`src/sv/jcs_pkg.sv`:
```
// Package for the joystick calibrate and scale block.
// Holds shared constants and the divider command and response structs.
package jcs_pkg;
   localparam int SampleCount = 32;
   localparam int ScaleLimit = 100;
   localparam int CntW = $clog2(SampleCount + 1);
   localparam int SumW = 10 + CntW;
   localparam int DivW = 32;

   localparam logic [9:0] WinLo = 10'd400;
   localparam logic [9:0] WinHi = 10'd600;

   localparam logic [2:0] RegShowLeds = 3'd0;
   localparam logic [2:0] RegDeadZone = 3'd1;
   localparam logic [2:0] RegPresetValid = 3'd2;
   localparam logic [2:0] RegPresetCx = 3'd3;
   localparam logic [2:0] RegPresetCy = 3'd4;
   localparam logic [2:0] RegPresetGx = 3'd5;
   localparam logic [2:0] RegPresetGy = 3'd6;

   localparam logic [1:0] LedOff = 2'd0;
   localparam logic [1:0] LedRed = 2'd1;
   localparam logic [1:0] LedBlue = 2'd2;

   typedef struct packed {
      logic start;
      logic [DivW-1:0] dividend;
      logic [DivW-1:0] divisor;
   } div_cmd_type;

   typedef struct packed {
      logic done;
      logic [DivW-1:0] quotient;
   } div_rsp_type;
endpackage

```
`src/sv/joystick_calibrate_and_scale_core.sv`:
```
// Top level of the joystick calibrate and scale block.
// Uses jcs_pkg and one shared jcs_divider for the calibration math.
//
// A normal request is accepted in the idle state and then passes through the x multiply
// state, the y multiply state that also applies the dead zone, and the state that packs
// the response. A calibration request goes to the calibration state; when it completes
// calibration, the two centers and two gains go one after another through the shared
// 32-step divider. The block takes one request at a time; the response is held in an
// output register, and the next request is accepted while it waits. A request stalls
// before its response only while that register is still full.
module joystick_calibrate_and_scale_core (
   input  logic clock,
   input  logic reset,
   input  logic req_tvalid,
   output logic req_tready,
   input  logic [31:0] req_tdata,  // raw_x, raw_y, button_raw, zero fill
   input  logic req_tuser,         // req_type
   output logic rsp_tvalid,
   input  logic rsp_tready,
   output logic [31:0] rsp_tdata,  // pos_x, pos_y, pressed, leds_update, led_west,
                                   // led_south, led_east, led_north
   output logic rsp_tuser,         // calibration_ready
   input  logic csr_we,
   input  logic [2:0] csr_index,
   input  logic [15:0] csr_wdata
);
   import jcs_pkg::*;

   typedef enum logic [3:0] {
      S_IDLE, S_MULX, S_MULY, S_FIN, S_CAL, S_DIV_CX, S_DIV_CY, S_DIV_GX, S_DIV_GY,
      S_WAIT, S_OUT
   } state_type;

   state_type state_ff;
   logic show_leds_ff, preset_valid_ff;
   logic [3:0] dead_zone_ff;
   logic [9:0] pcx_ff, pcy_ff;
   logic [15:0] pgx_ff, pgy_ff;
   logic [9:0] lcx_ff, lcy_ff;
   logic [15:0] lgx_ff, lgy_ff;
   logic lvalid_ff, pblock_ff, calib_ff;
   logic [SumW-1:0] sumx_ff, sumy_ff;
   logic [CntW-1:0] ccnt_ff, scnt_ff;
   logic [9:0] minx_ff, maxx_ff, miny_ff, maxy_ff;
   logic [9:0] rx_ff, ry_ff;
   logic [7:0] btn_ff;
   logic [10:0] px_ff, py_ff;
   logic [26:0] prod;
   logic [9:0] mag_ff;
   logic neg_ff;
   logic [10:0] qx_ff;
   logic negx_ff;
   logic rsp_valid_ff;
   logic [31:0] rsp_data_ff;
   logic rsp_user_ff;
   state_type next_div_ff;
   div_cmd_type dcmd;
   div_rsp_type drsp;
   logic btn_pressed;
   logic [1:0] led_w, led_s, led_e, led_n;
   logic in_center;
   logic [CntW-1:0] cc_next, sc_next;
   logic cal_done;
   logic rsp_free, rsp_load;

   wire [9:0] in_x = req_tdata[9:0];
   wire [9:0] in_y = req_tdata[19:10];
   wire [7:0] in_btn = req_tdata[27:20];

   jcs_divider u_div (.clock(clock), .reset(reset), .cmd(dcmd), .rsp(drsp));

   wire active = lvalid_ff || (preset_valid_ff && !pblock_ff);
   wire [9:0] cx = lvalid_ff ? lcx_ff : pcx_ff;
   wire [9:0] cy = lvalid_ff ? lcy_ff : pcy_ff;
   wire [15:0] gx = lvalid_ff ? lgx_ff : pgx_ff;
   wire [15:0] gy = lvalid_ff ? lgy_ff : pgy_ff;

   function automatic logic [9:0] absdiff(input logic [9:0] a, input logic [9:0] b);
      absdiff = (a >= b) ? a - b : b - a;
   endfunction

   function automatic logic [10:0] clampq(input logic [26:0] p);
      logic [14:0] q;
      q = p[26:12];
      clampq = (q > 15'(ScaleLimit)) ? 11'(ScaleLimit) : q[10:0];
   endfunction

   logic [10:0] qcur;
   assign prod = mag_ff * ((state_ff == S_MULX) ? gx : gy);
   assign qcur = clampq(prod);

   wire [CntW-1:0] full = CntW'(SampleCount);
   wire [CntW-1:0] thr = CntW'(SampleCount - 1);

   function automatic logic [31:0] gain_num(input logic [9:0] lo, input logic [9:0] hi);
      logic [31:0] r;
      r = 32'(hi - lo);
      gain_num = (32'(200 * ScaleLimit) + r) << 12;
   endfunction

   always_comb begin
      dcmd = '0;
      case (state_ff)
         S_DIV_CX: begin
            dcmd.start = 1'b1; dcmd.dividend = 32'(sumx_ff); dcmd.divisor = 32'(ccnt_ff);
         end
         S_DIV_CY: begin
            dcmd.start = 1'b1; dcmd.dividend = 32'(sumy_ff); dcmd.divisor = 32'(ccnt_ff);
         end
         S_DIV_GX: begin
            dcmd.start = 1'b1; dcmd.dividend = gain_num(minx_ff, maxx_ff);
            dcmd.divisor = 32'(100) * 32'(maxx_ff - minx_ff);
         end
         S_DIV_GY: begin
            dcmd.start = 1'b1; dcmd.dividend = gain_num(miny_ff, maxy_ff);
            dcmd.divisor = 32'(100) * 32'(maxy_ff - miny_ff);
         end
         default: ;
      endcase
   end

   always_comb begin
      btn_pressed = (btn_ff == 8'd0);
      led_w = LedOff; led_s = LedOff; led_e = LedOff; led_n = LedOff;
      if (show_leds_ff) begin
         if (btn_pressed) begin
            led_w = LedRed; led_s = LedRed; led_e = LedRed; led_n = LedRed;
         end else begin
            if (rx_ff > WinHi) led_e = LedBlue; else if (rx_ff < WinLo) led_w = LedBlue;
            if (ry_ff > WinHi) led_n = LedBlue; else if (ry_ff < WinLo) led_s = LedBlue;
         end
      end
   end

   always_comb begin
      in_center = rx_ff > WinLo && rx_ff < WinHi && ry_ff > WinLo && ry_ff < WinHi;
      cc_next = ccnt_ff;
      sc_next = scnt_ff;
      if (in_center) begin
         if (ccnt_ff < full) cc_next = ccnt_ff + 1'b1;
      end else if (scnt_ff < full) begin
         sc_next = scnt_ff + 1'b1;
      end
      cal_done = cc_next >= thr && sc_next >= thr && cc_next != '0;
   end

   assign rsp_free = !rsp_valid_ff || rsp_tready;
   assign rsp_load = rsp_free && ((state_ff == S_FIN) || (state_ff == S_OUT) ||
                                  (state_ff == S_CAL && !cal_done));

   assign req_tready = (state_ff == S_IDLE);
   assign rsp_tvalid = rsp_valid_ff;
   assign rsp_tdata = rsp_data_ff;
   assign rsp_tuser = rsp_user_ff;

   function automatic logic [15:0] sat16(input logic [31:0] q, input logic zero);
      sat16 = (zero || q > 32'hFFFF) ? 16'hFFFF : q[15:0];
   endfunction

   always_ff @(posedge clock) begin
      if (reset) begin
         state_ff <= S_IDLE;
         next_div_ff <= S_IDLE;
         show_leds_ff <= 1'b0; dead_zone_ff <= 4'd3; preset_valid_ff <= 1'b0;
         pcx_ff <= 10'd512; pcy_ff <= 10'd512; pgx_ff <= 16'd4096; pgy_ff <= 16'd4096;
         lcx_ff <= '0; lcy_ff <= '0; lgx_ff <= '0; lgy_ff <= '0;
         lvalid_ff <= 1'b0; pblock_ff <= 1'b0; calib_ff <= 1'b0;
         sumx_ff <= '0; sumy_ff <= '0; ccnt_ff <= '0; scnt_ff <= '0;
         minx_ff <= 10'h3FF; miny_ff <= 10'h3FF; maxx_ff <= '0; maxy_ff <= '0;
         rsp_valid_ff <= 1'b0;
      end else begin
         if (csr_we) begin
            case (csr_index)
               RegShowLeds: show_leds_ff <= csr_wdata[0];
               RegDeadZone: dead_zone_ff <= csr_wdata[3:0];
               RegPresetValid: preset_valid_ff <= csr_wdata[0];
               RegPresetCx: pcx_ff <= csr_wdata[9:0];
               RegPresetCy: pcy_ff <= csr_wdata[9:0];
               RegPresetGx: pgx_ff <= csr_wdata;
               RegPresetGy: pgy_ff <= csr_wdata;
               default: ;
            endcase
         end
         rsp_valid_ff <= rsp_load || (rsp_valid_ff && !rsp_tready);
         case (state_ff)
            S_IDLE: if (req_tvalid && req_tready) begin
               rx_ff <= in_x; ry_ff <= in_y; btn_ff <= in_btn;
               if (!req_tuser) begin
                  calib_ff <= 1'b0;
                  mag_ff <= absdiff(in_x, cx);
                  neg_ff <= in_x < cx;
                  state_ff <= S_MULX;
               end else begin
                  if (!calib_ff) begin
                     sumx_ff <= '0; sumy_ff <= '0; ccnt_ff <= '0; scnt_ff <= '0;
                     minx_ff <= 10'h3FF; miny_ff <= 10'h3FF; maxx_ff <= '0; maxy_ff <= '0;
                     calib_ff <= 1'b1; lvalid_ff <= 1'b0; pblock_ff <= 1'b1;
                  end
                  state_ff <= S_CAL;
               end
            end
            S_MULX: begin
               qx_ff <= qcur; negx_ff <= neg_ff;
               mag_ff <= absdiff(ry_ff, cy); neg_ff <= ry_ff < cy;
               state_ff <= S_MULY;
            end
            S_MULY: begin
               if (qx_ff <= 11'(dead_zone_ff) && qcur <= 11'(dead_zone_ff)) begin
                  px_ff <= '0; py_ff <= '0;
               end else begin
                  px_ff <= negx_ff ? -qx_ff : qx_ff;
                  py_ff <= neg_ff ? -qcur : qcur;
               end
               state_ff <= S_FIN;
            end
            S_FIN: if (rsp_free) begin
               rsp_data_ff <= {led_n, led_e, led_s, led_w, show_leds_ff, btn_pressed,
                               active ? py_ff : {1'b0, ry_ff},
                               active ? px_ff : {1'b0, rx_ff}};
               rsp_user_ff <= 1'b0;
               state_ff <= S_IDLE;
            end
            S_CAL: if (cal_done || rsp_free) begin
               if (in_center) begin
                  if (ccnt_ff < full) begin
                     sumx_ff <= sumx_ff + SumW'(rx_ff); sumy_ff <= sumy_ff + SumW'(ry_ff);
                  end
               end else if (scnt_ff < full) begin
                  if (rx_ff > maxx_ff) maxx_ff <= rx_ff;
                  if (rx_ff < minx_ff) minx_ff <= rx_ff;
                  if (ry_ff > maxy_ff) maxy_ff <= ry_ff;
                  if (ry_ff < miny_ff) miny_ff <= ry_ff;
               end
               ccnt_ff <= cc_next; scnt_ff <= sc_next;
               if (cal_done) begin
                  state_ff <= S_DIV_CX;
               end else begin
                  rsp_data_ff <= '0;
                  rsp_user_ff <= 1'b0;
                  state_ff <= S_IDLE;
               end
            end
            S_DIV_CX: begin next_div_ff <= S_DIV_CY; state_ff <= S_WAIT; end
            S_DIV_CY: begin next_div_ff <= S_DIV_GX; state_ff <= S_WAIT; end
            S_DIV_GX: begin next_div_ff <= S_DIV_GY; state_ff <= S_WAIT; end
            S_DIV_GY: begin next_div_ff <= S_OUT; state_ff <= S_WAIT; end
            S_WAIT: if (drsp.done) begin
               case (next_div_ff)
                  S_DIV_CY: lcx_ff <= drsp.quotient[9:0];
                  S_DIV_GX: lcy_ff <= drsp.quotient[9:0];
                  S_DIV_GY: lgx_ff <= sat16(drsp.quotient, maxx_ff <= minx_ff);
                  default: lgy_ff <= sat16(drsp.quotient, maxy_ff <= miny_ff);
               endcase
               state_ff <= next_div_ff;
            end
            S_OUT: if (rsp_free) begin
               calib_ff <= 1'b0; lvalid_ff <= 1'b1;
               rsp_data_ff <= '0;
               rsp_user_ff <= 1'b1;
               state_ff <= S_IDLE;
            end
            default: state_ff <= S_IDLE;
         endcase
      end
   end

`ifndef NO_ASSERTIONS
   a_no_accept_busy: assert property (@(posedge clock) disable iff (reset)
      (state_ff != S_IDLE) |-> !req_tready) else $error("request taken while busy");
   a_data_hold: assert property (@(posedge clock) disable iff (reset)
      rsp_valid_ff && !rsp_tready |=> $stable(rsp_data_ff) && $stable(rsp_user_ff))
      else $error("response changed while waiting");
   a_hold: assert property (@(posedge clock) disable iff (reset)
      rsp_valid_ff && !rsp_tready |=> rsp_valid_ff) else $error("response dropped");
`endif
endmodule

```
`src/sv/jcs_divider.sv`:
```
// Shared radix-2 restoring divider, one quotient bit per cycle.
// Depends on jcs_pkg for the command and response structs.
module jcs_divider (
   input  logic clock,
   input  logic reset,
   input  jcs_pkg::div_cmd_type cmd,
   output jcs_pkg::div_rsp_type rsp
);
   import jcs_pkg::*;
   localparam int StepW = $clog2(DivW + 1);

   logic [DivW-1:0] rem_ff, rem_in, quo_ff, quo_in, den_ff, den_in;
   logic [StepW-1:0] step_ff, step_in;
   logic busy_ff, busy_in, done_ff, done_in;
   logic [DivW:0] trial;

   always_comb begin
      rem_in = rem_ff;
      quo_in = quo_ff;
      den_in = den_ff;
      step_in = step_ff;
      busy_in = busy_ff;
      done_in = 1'b0;
      trial = {rem_ff, quo_ff[DivW-1]} - {1'b0, den_ff};
      if (cmd.start) begin
         rem_in = '0;
         quo_in = cmd.dividend;
         den_in = cmd.divisor;
         step_in = StepW'(DivW);
         busy_in = 1'b1;
      end else if (busy_ff) begin
         if (!trial[DivW]) begin
            rem_in = trial[DivW-1:0];
            quo_in = {quo_ff[DivW-2:0], 1'b1};
         end else begin
            rem_in = {rem_ff[DivW-2:0], quo_ff[DivW-1]};
            quo_in = {quo_ff[DivW-2:0], 1'b0};
         end
         step_in = step_ff - 1'b1;
         if (step_ff == StepW'(1)) begin
            busy_in = 1'b0;
            done_in = 1'b1;
         end
      end
   end

   always_ff @(posedge clock) begin
      if (reset) begin
         busy_ff <= 1'b0;
         done_ff <= 1'b0;
         step_ff <= '0;
      end else begin
         busy_ff <= busy_in;
         done_ff <= done_in;
         step_ff <= step_in;
      end
      rem_ff <= rem_in;
      quo_ff <= quo_in;
      den_ff <= den_in;
   end

   assign rsp.done = done_ff;
   assign rsp.quotient = quo_ff;
endmodule
```
`config.mk`:
```
export PLATFORM = sky130hd
export DESIGN_NAME = joystick_calibrate_and_scale_core
export DESIGN_NICKNAME = d
export VERILOG_FILES = /design/src/sv/jcs_pkg.sv /design/src/sv/joystick_calibrate_and_scale_core.sv /design/src/sv/jcs_divider.sv
export SDC_FILE = /design/constraint.sdc
export NUM_CORES = 2
export LEC_CHECK = 0
export CAP_MARGIN = 20
export CORE_ASPECT_RATIO = 0.75
export CORE_MARGIN = 4
export CORE_UTILIZATION = 30
export CTS_CLUSTER_DIAMETER = 30
export DETAILED_ROUTE_END_ITERATION = 16
export DONT_BUFFER_PORTS = 1
export GPL_ROUTABILITY_DRIVEN = 0
export GPL_TIMING_DRIVEN = 0
export RECOVER_POWER = 100
export SLEW_MARGIN = 20
export SYNTH_ARGS = -nofsm -noshare
export SYNTH_HDL_FRONTEND = slang
export SYNTH_SLANG_ARGS = --single-unit
```
`constraint.sdc`:
```
create_clock -name clock -period 14 [get_ports clock]
set_clock_uncertainty 0.05 [all_clocks]
set_input_delay 2.1 -clock clock [delete_from_list [all_inputs] [get_ports clock]]
set_output_delay 2.1 -clock clock [all_outputs]
set_load 0.03 [all_outputs]
```
**After elaboration in Yosys (flattened, before gate mapping)**

Cells that the tools add are included.

- Flip-flop bits (word level): 416
- Output and inout bits: 35

- Add/sub/neg operators: 16
- Multiply operators: 3
- Magnitude comparators: 26
- Equal/unequal tests: 38
- Mux-type cells: 118
- Bitwise logic cells: 4
- Reductions and logical operators: 64

Operators with widths:

| kind | number |
|---|---|
| two-way mux 10 bit | 28 |
| one-hot mux 65 bit (4 select lines) | 1 |
| two-way mux 16 bit | 14 |
| two-way mux 32 bit | 7 |
| one-hot mux 10 bit (2 select lines) | 5 |
| one-hot mux 32 bit (3 select lines) | 1 |
| two-way mux 6 bit | 11 |
| multiplier 5 x 32 -> 30 bit (first input constant) | 2 |
| one-hot mux 16 bit (2 select lines) | 2 |
| two-way mux 11 bit | 5 |
| adder 15 x 20 -> 20 bit (first input constant) | 2 |
| less-than comparator 10 bit | 4 |
| subtractor 10 bit | 4 |
| subtractor 33 x 32 -> 33 bit | 1 |
| adder 16 x 10 -> 16 bit | 2 |
| greater-than comparator 32 x 16 -> 1 bit (second input constant) | 1 |
| AND reduction 8 bit | 4 |
| two-way mux 2 bit | 14 |
| one-hot mux 4 bit (7 select lines) | 1 |
| multiplier 10 x 16 -> 26 bit | 1 |
| == test 4 x 3 -> 1 bit (second input constant) | 6 |
| one-hot mux 6 bit (2 select lines) | 2 |
| <= comparator 11 x 4 -> 1 bit | 2 |
| inequality test 2 x 1 -> 1 bit (second input constant) | 11 |
| 48 further kinds | 138 |

**Depth between registers and ports, before layout**

- Depth after elaboration: 13
- Mapped depth: 38
- Mapped depth without buffers: 34

**Hierarchy**

Synthesis repeated with hierarchy kept, for this count alone.

- Cell total of the unflattened synthesis: 3,465
- Area total of the unflattened synthesis: 31,555.3 sq um

By module, submodules not included:

| module | times used | cells each | area an instance (sq um) | seq. area each (sq um) |
|---|---|---|---|---|
| joystick_calibrate_and_scale_core | 1 | 2,861 | 25,440.6 | 7,216.9 |
| jcs_divider | 1 | 604 | 6,114.6 | 2,722.6 |

**Least setup slack after synthesis**

Ideal clock, no wire load.

- Path type: flip-flop to flip-flop
- From: reg state_ff[0]
- To: reg py_ff[4] (data pin)
- Arrival time: 8.913 ns
- Data required time: 13.693 ns
- Setup slack: 4.780 ns
- Stages on the path, launching flop included: 31
- Path buffers: 4
- Period minus slack after synthesis: 9.220 ns
- Cell sequence: dfxtp_1 -> buf_2 -> nor4b_1 -> buf_4 -> buf_1 -> mux4_2 -> and2_1 -> fa_1 -> fa_1 -> fa_1 -> fa_1 -> inv_1 -> fa_1 -> inv_1 -> ha_1 -> nand2_1 -> o211a_1 -> o211ai_1 -> o22ai_1 -> nor4_1 -> o21ba_2 -> nor3_1 -> or3_1 -> buf_2 -> or4_1 -> ha_1 -> a41oi_1 -> nor3_1 -> nand2_1 -> or3_1 -> a32o_1

- Longest elaborated chain between the ends: 7
- Elaborated cells on any way between the ends: 9
- Classes of those cells: add/sub: 1; mul: 1; order compare: 2; eq/ne: 1; mux: 3; reduce/logical: 1

Ends and longest elaborated chain:

| element | line | text |
|---|---|---|
| start: declaration | joystick_calibrate_and_scale_core.sv:34 | `state_type state_ff;` |
| start signal: assignment | joystick_calibrate_and_scale_core.sv:254 | `state_ff <= next_div_ff;` |
| == test 4 x 1 -> 1 bit (*) | joystick_calibrate_and_scale_core.sv:89 | `assign prod = mag_ff * ((state_ff == S_MULX) ? gx : gy);` |
| two-way mux 16 bit (*) | joystick_calibrate_and_scale_core.sv:89 |  |
| multiplier 10 x 16 -> 26 bit (*) | joystick_calibrate_and_scale_core.sv:89 |  |
| greater-than comparator 14 x 7 -> 1 bit | joystick_calibrate_and_scale_core.sv:85 | `clampq = (q > 15'(ScaleLimit)) ? 11'(ScaleLimit) : q[10:0];` |
| two-way mux 11 bit (*) | joystick_calibrate_and_scale_core.sv:85 |  |
| negation 11 bit / <= comparator 11 x 4 -> 1 bit (equally long branches) | joystick_calibrate_and_scale_core.sv:212, joystick_calibrate_and_scale_core.sv:208 |  |
| two-way mux 11 bit / logical AND 1 bit (equally long branches) | joystick_calibrate_and_scale_core.sv:212, joystick_calibrate_and_scale_core.sv:208 |  |
| end signal: assignment | joystick_calibrate_and_scale_core.sv:212 | `py_ff <= neg_ff ? -qcur : qcur;` |
| end: declaration | joystick_calibrate_and_scale_core.sv:47 | `logic [10:0] px_ff, py_ff;` |

Mark *: on every way between the ends. The rest lies on a longest branch, timed or not.
A chain may end at the register's enable or synchronous reset.

**Worst setup path after layout**

- From: reg state_ff[0]
- To: reg px_ff[10] (data pin)

- Longest elaborated chain between the ends: 7

Ends and longest elaborated chain:

| element | line | text |
|---|---|---|
| == test 4 x 1 -> 1 bit (*) | joystick_calibrate_and_scale_core.sv:89 |  |
| two-way mux 16 bit (*) | joystick_calibrate_and_scale_core.sv:89 |  |
| multiplier 10 x 16 -> 26 bit (*) | joystick_calibrate_and_scale_core.sv:89 |  |
| greater-than comparator 14 x 7 -> 1 bit | joystick_calibrate_and_scale_core.sv:85 |  |
| two-way mux 11 bit (*) | joystick_calibrate_and_scale_core.sv:85 |  |
| net qcur[1] | joystick_calibrate_and_scale_core.sv:88 | `logic [10:0] qcur;` |
| <= comparator 11 x 4 -> 1 bit (*) | joystick_calibrate_and_scale_core.sv:208 | `if (qx_ff <= 11'(dead_zone_ff) && qcur <= 11'(dead_zone_ff)) begin` |
| logical AND 1 bit (*) | joystick_calibrate_and_scale_core.sv:208 |  |
| end signal: assignment | joystick_calibrate_and_scale_core.sv:211 | `px_ff <= negx_ff ? -qx_ff : qx_ff;` |
| end: declaration | joystick_calibrate_and_scale_core.sv:47 |  |

The timed path passes the listed nets; every way through them passes the cells marked *.

==> run summary <==
total die area -> 0.1062 mm²
flops & latches, synth -> 413
total power -> 6.065 mW
largest net degree at the start of global routing -> 33
CTS buffer count -> 92
top-area cell type share of the netlist area -> 16.55%
Hold Violations, Final -> 0
final WL -> 96880 µm
Critical Path RT -> 14.33 ns
Most Frequent Cell on Critical Path -> fa_1
Critical Path Source Type -> flop
PortBufs -> 0
post-layout util -> 35.28%
Crit Path Class -> reg -> reg
synth top area cells -> edfxtp_1 17%, dfxtp_1 16%, ha_1 12%
FILL cells -> 10030
fmax -> 79.93 MHz
Vias -> 25490
Critical Path AT -> 12.84 ns
final worst slack -> 1.488 ns
post-place setup slack -> 2.294 ns
leading area contributor after synthesis -> edfxtp_1
Starting Density -> 30.39%
YS warnings -> 0
Leak -> 15.16 nW
Crit. End Element -> flop
layout cells sized above 1 -> 7.028%
crit-path max cell delay -> 0.87 ns
post-route cell area -> 0.03518 mm²
Post-layout nets -> 3959
syn avg cell area -> 8.986 µm²
remaining antenna violation count -> 0
initial antenna violation count -> 4
first-pass GRT wire length -> 147600 µm
# diodes -> 0
Sinks on Clock Net -> 413
clk buf depth -> 3
clk_lat worst skew -> 0.64 ns
post-synthesis cell type count -> 83
Synth-to-Final Area Change -> 16.07%
asr flop ratio synth -> 0%
Vias/cell -> 5.220
Die H -> 283.3 µm
Max IR drop VDD -> 0.1430 mV
final setup TNS -> 0 ns
Max-slew headroom -> -64.66%
Max Cap Violations -> 3
count of final setup violators -> 0
RSZ-0062 raised after global routing -> no
drt wl/cell -> 19.84 µm
vias in the first global route -> 24130
Total Routing Usage GR -> 17.81%
failing checks -> capacitance limit, slew limit
Final HPWL DP -> 74470 µm
drt first pass iters -> 7
DRC viols -> 0
Final Cycle Share -> 89.37%
Post-CTS Setup Inserts -> 0
Max Transition Viols Final -> 25
# rows -> 100
Ports -> 92
Slew @ Worst Pin -> 2.408 ns
DR iter-0 viols -> 2602
TritonCTS clock tree -> done
GRT overflow -> 0
CTS resizes -> 0
crit path max-delay cell type -> nor4_2
clk slew on worst S/H paths -> 0.06 ns
Worst Hold Class -> reg -> reg
mapped cell area -> 0.03031 mm²
Root Driver -> clkbuf_16
CTS Hold Bufs -> 0
H-tree levels -> 3
Worst Path Max Fanout -> 10
Post-Synthesis Cells -> 3373
die width -> 375.0 µm
core box area -> 0.09972 mm²
register area share after synthesis -> 32.79%
DP Area -> 0.03211 mm²
Synth Flop Type -> dfxtp_1
EDFF count, synth -> 167
Final min period -> 12.51 ns
outcome -> complete, but fails checks
Power Density -> 172.4 mW/mm²
[cells by family after synthesis]
family / synth area share [%]
AOI/OAI and AO/OA: 15.56
xor gates and xnor gates: 3.236
adders and majority gates: 20.92
buffers and inverters: 6.415
DFF: 32.79
muxes: 4.801
other: 0.01237
and+or+nand+nor: 16.26
[routing by layer]
| metal | global-route usage [%] | wire, µm |
|---|---|---|
| met4 | 4.094 | 1925 |
| met2 | 24.68 | 38430 |
| met1 | 27.23 | 46480 |
| met3 | 4.655 | 10050 |
| met5 | 0 | 0 |
[cell type report]
| class | instances | area [µm²] | area share, % |
|---|---|---|---|
| Timing Repair Buffer | 8 | 30.03 | 0.08536 |
| Multi-Input combinational cell | 2452 | 18420 | 52.37 |
| Buffer | 133 | 504.2 | 1.433 |
| Tap cell | 1326 | 1659 | 4.716 |
| Clock inverter | 65 | 708.2 | 2.013 |
| Sequential cell | 413 | 9940 | 28.25 |
| Clock buffer | 108 | 2497 | 7.099 |
| Inverter | 378 | 1419 | 4.033 |
[cells in the final DEF (no fill, tap or decap), types with 138 or more instances in the layout]
cell type / netlist / layout
inv_1: 376 / 376
nor2_1: 215 / 215
clkbuf_1: 112 / 143
dfxtp_1: 246 / 246
ha_1: 286 / 286
edfxtp_1: 167 / 167
nand2_1: 411 / 411
fa_1: 138 / 138
a21oi_1: 274 / 274
o21ai_0: 150 / 151
[state kept, by name (all words and copies together) (netlist names), 11 cells and up]
register      count
lgy_ff           16
px_ff            11
sumx_ff          16
pgx_ff           16
lgx_ff           16
u_div.den_ff     32
py_ff            11
pgy_ff           16
u_div.quo_ff     32
sumy_ff          16
rsp_tdata        29
qx_ff            11
u_div.rem_ff     32
[power breakdown]
group	switching [mW]	internal (mW)	leakage [nW]
logic	1.39	0.713	10.1
clock network	0.765	1.44	1.54
registers	0.221	1.53	3.54
[cell usage after synthesis, types with 14 or more instances]
cell type / number
nand2_1: 411
inv_1: 376
ha_1: 286
a21oi_1: 274
dfxtp_1: 246
nor2_1: 215
edfxtp_1: 167
o21ai_0: 150
fa_1: 138
clkbuf_1: 112
mux2i_1: 97
nor3_1: 83
and2_1: 79
xnor2_1: 62
nand3_1: 58
a21o_1: 57
xor2_1: 50
o221a_2: 34
nor2b_1: 33
nand4_1: 29
and3_1: 28
o21a_1: 28
nor4_1: 24
a31oi_1: 21
or3_1: 21
nand2b_1: 18
o21bai_1: 17
mux4_2: 16
o22ai_1: 15
a211oi_1: 14
[worst paths after layout]
path / start / to / slack, ns / depth (start not counted)
max: state_ff[0] / px_ff[10] / 1.49 / 36
min: pcy_ff[7] / pcy_ff[7] / 0.40 / 2
max reg2reg: state_ff[0] / px_ff[10] / 1.49 / 36
min reg2reg: pcy_ff[7] / pcy_ff[7] / 0.40 / 2
[critical path: cells and delay by family, from the launching register on]
kind,cells,cell delay (ns)
compound gates,9,1.98
xor+xnor,1,0.84
fa+ha+maj,7,3.19
buf+inv,8,2.25
flops,1,0.30
mux,1,0.78
simple gates,10,2.82
[per-stage QoR]
stage               hold slack, ns  std cells
floorplan                   0.3744       3376
global placement            0.3910       4702
detailed placement          0.3958       4710
CTS                         0.4036       4883
global route                0.4200       4883
finish                      0.4028       4883
Note: power is estimated with default switching activity, not from simulation.
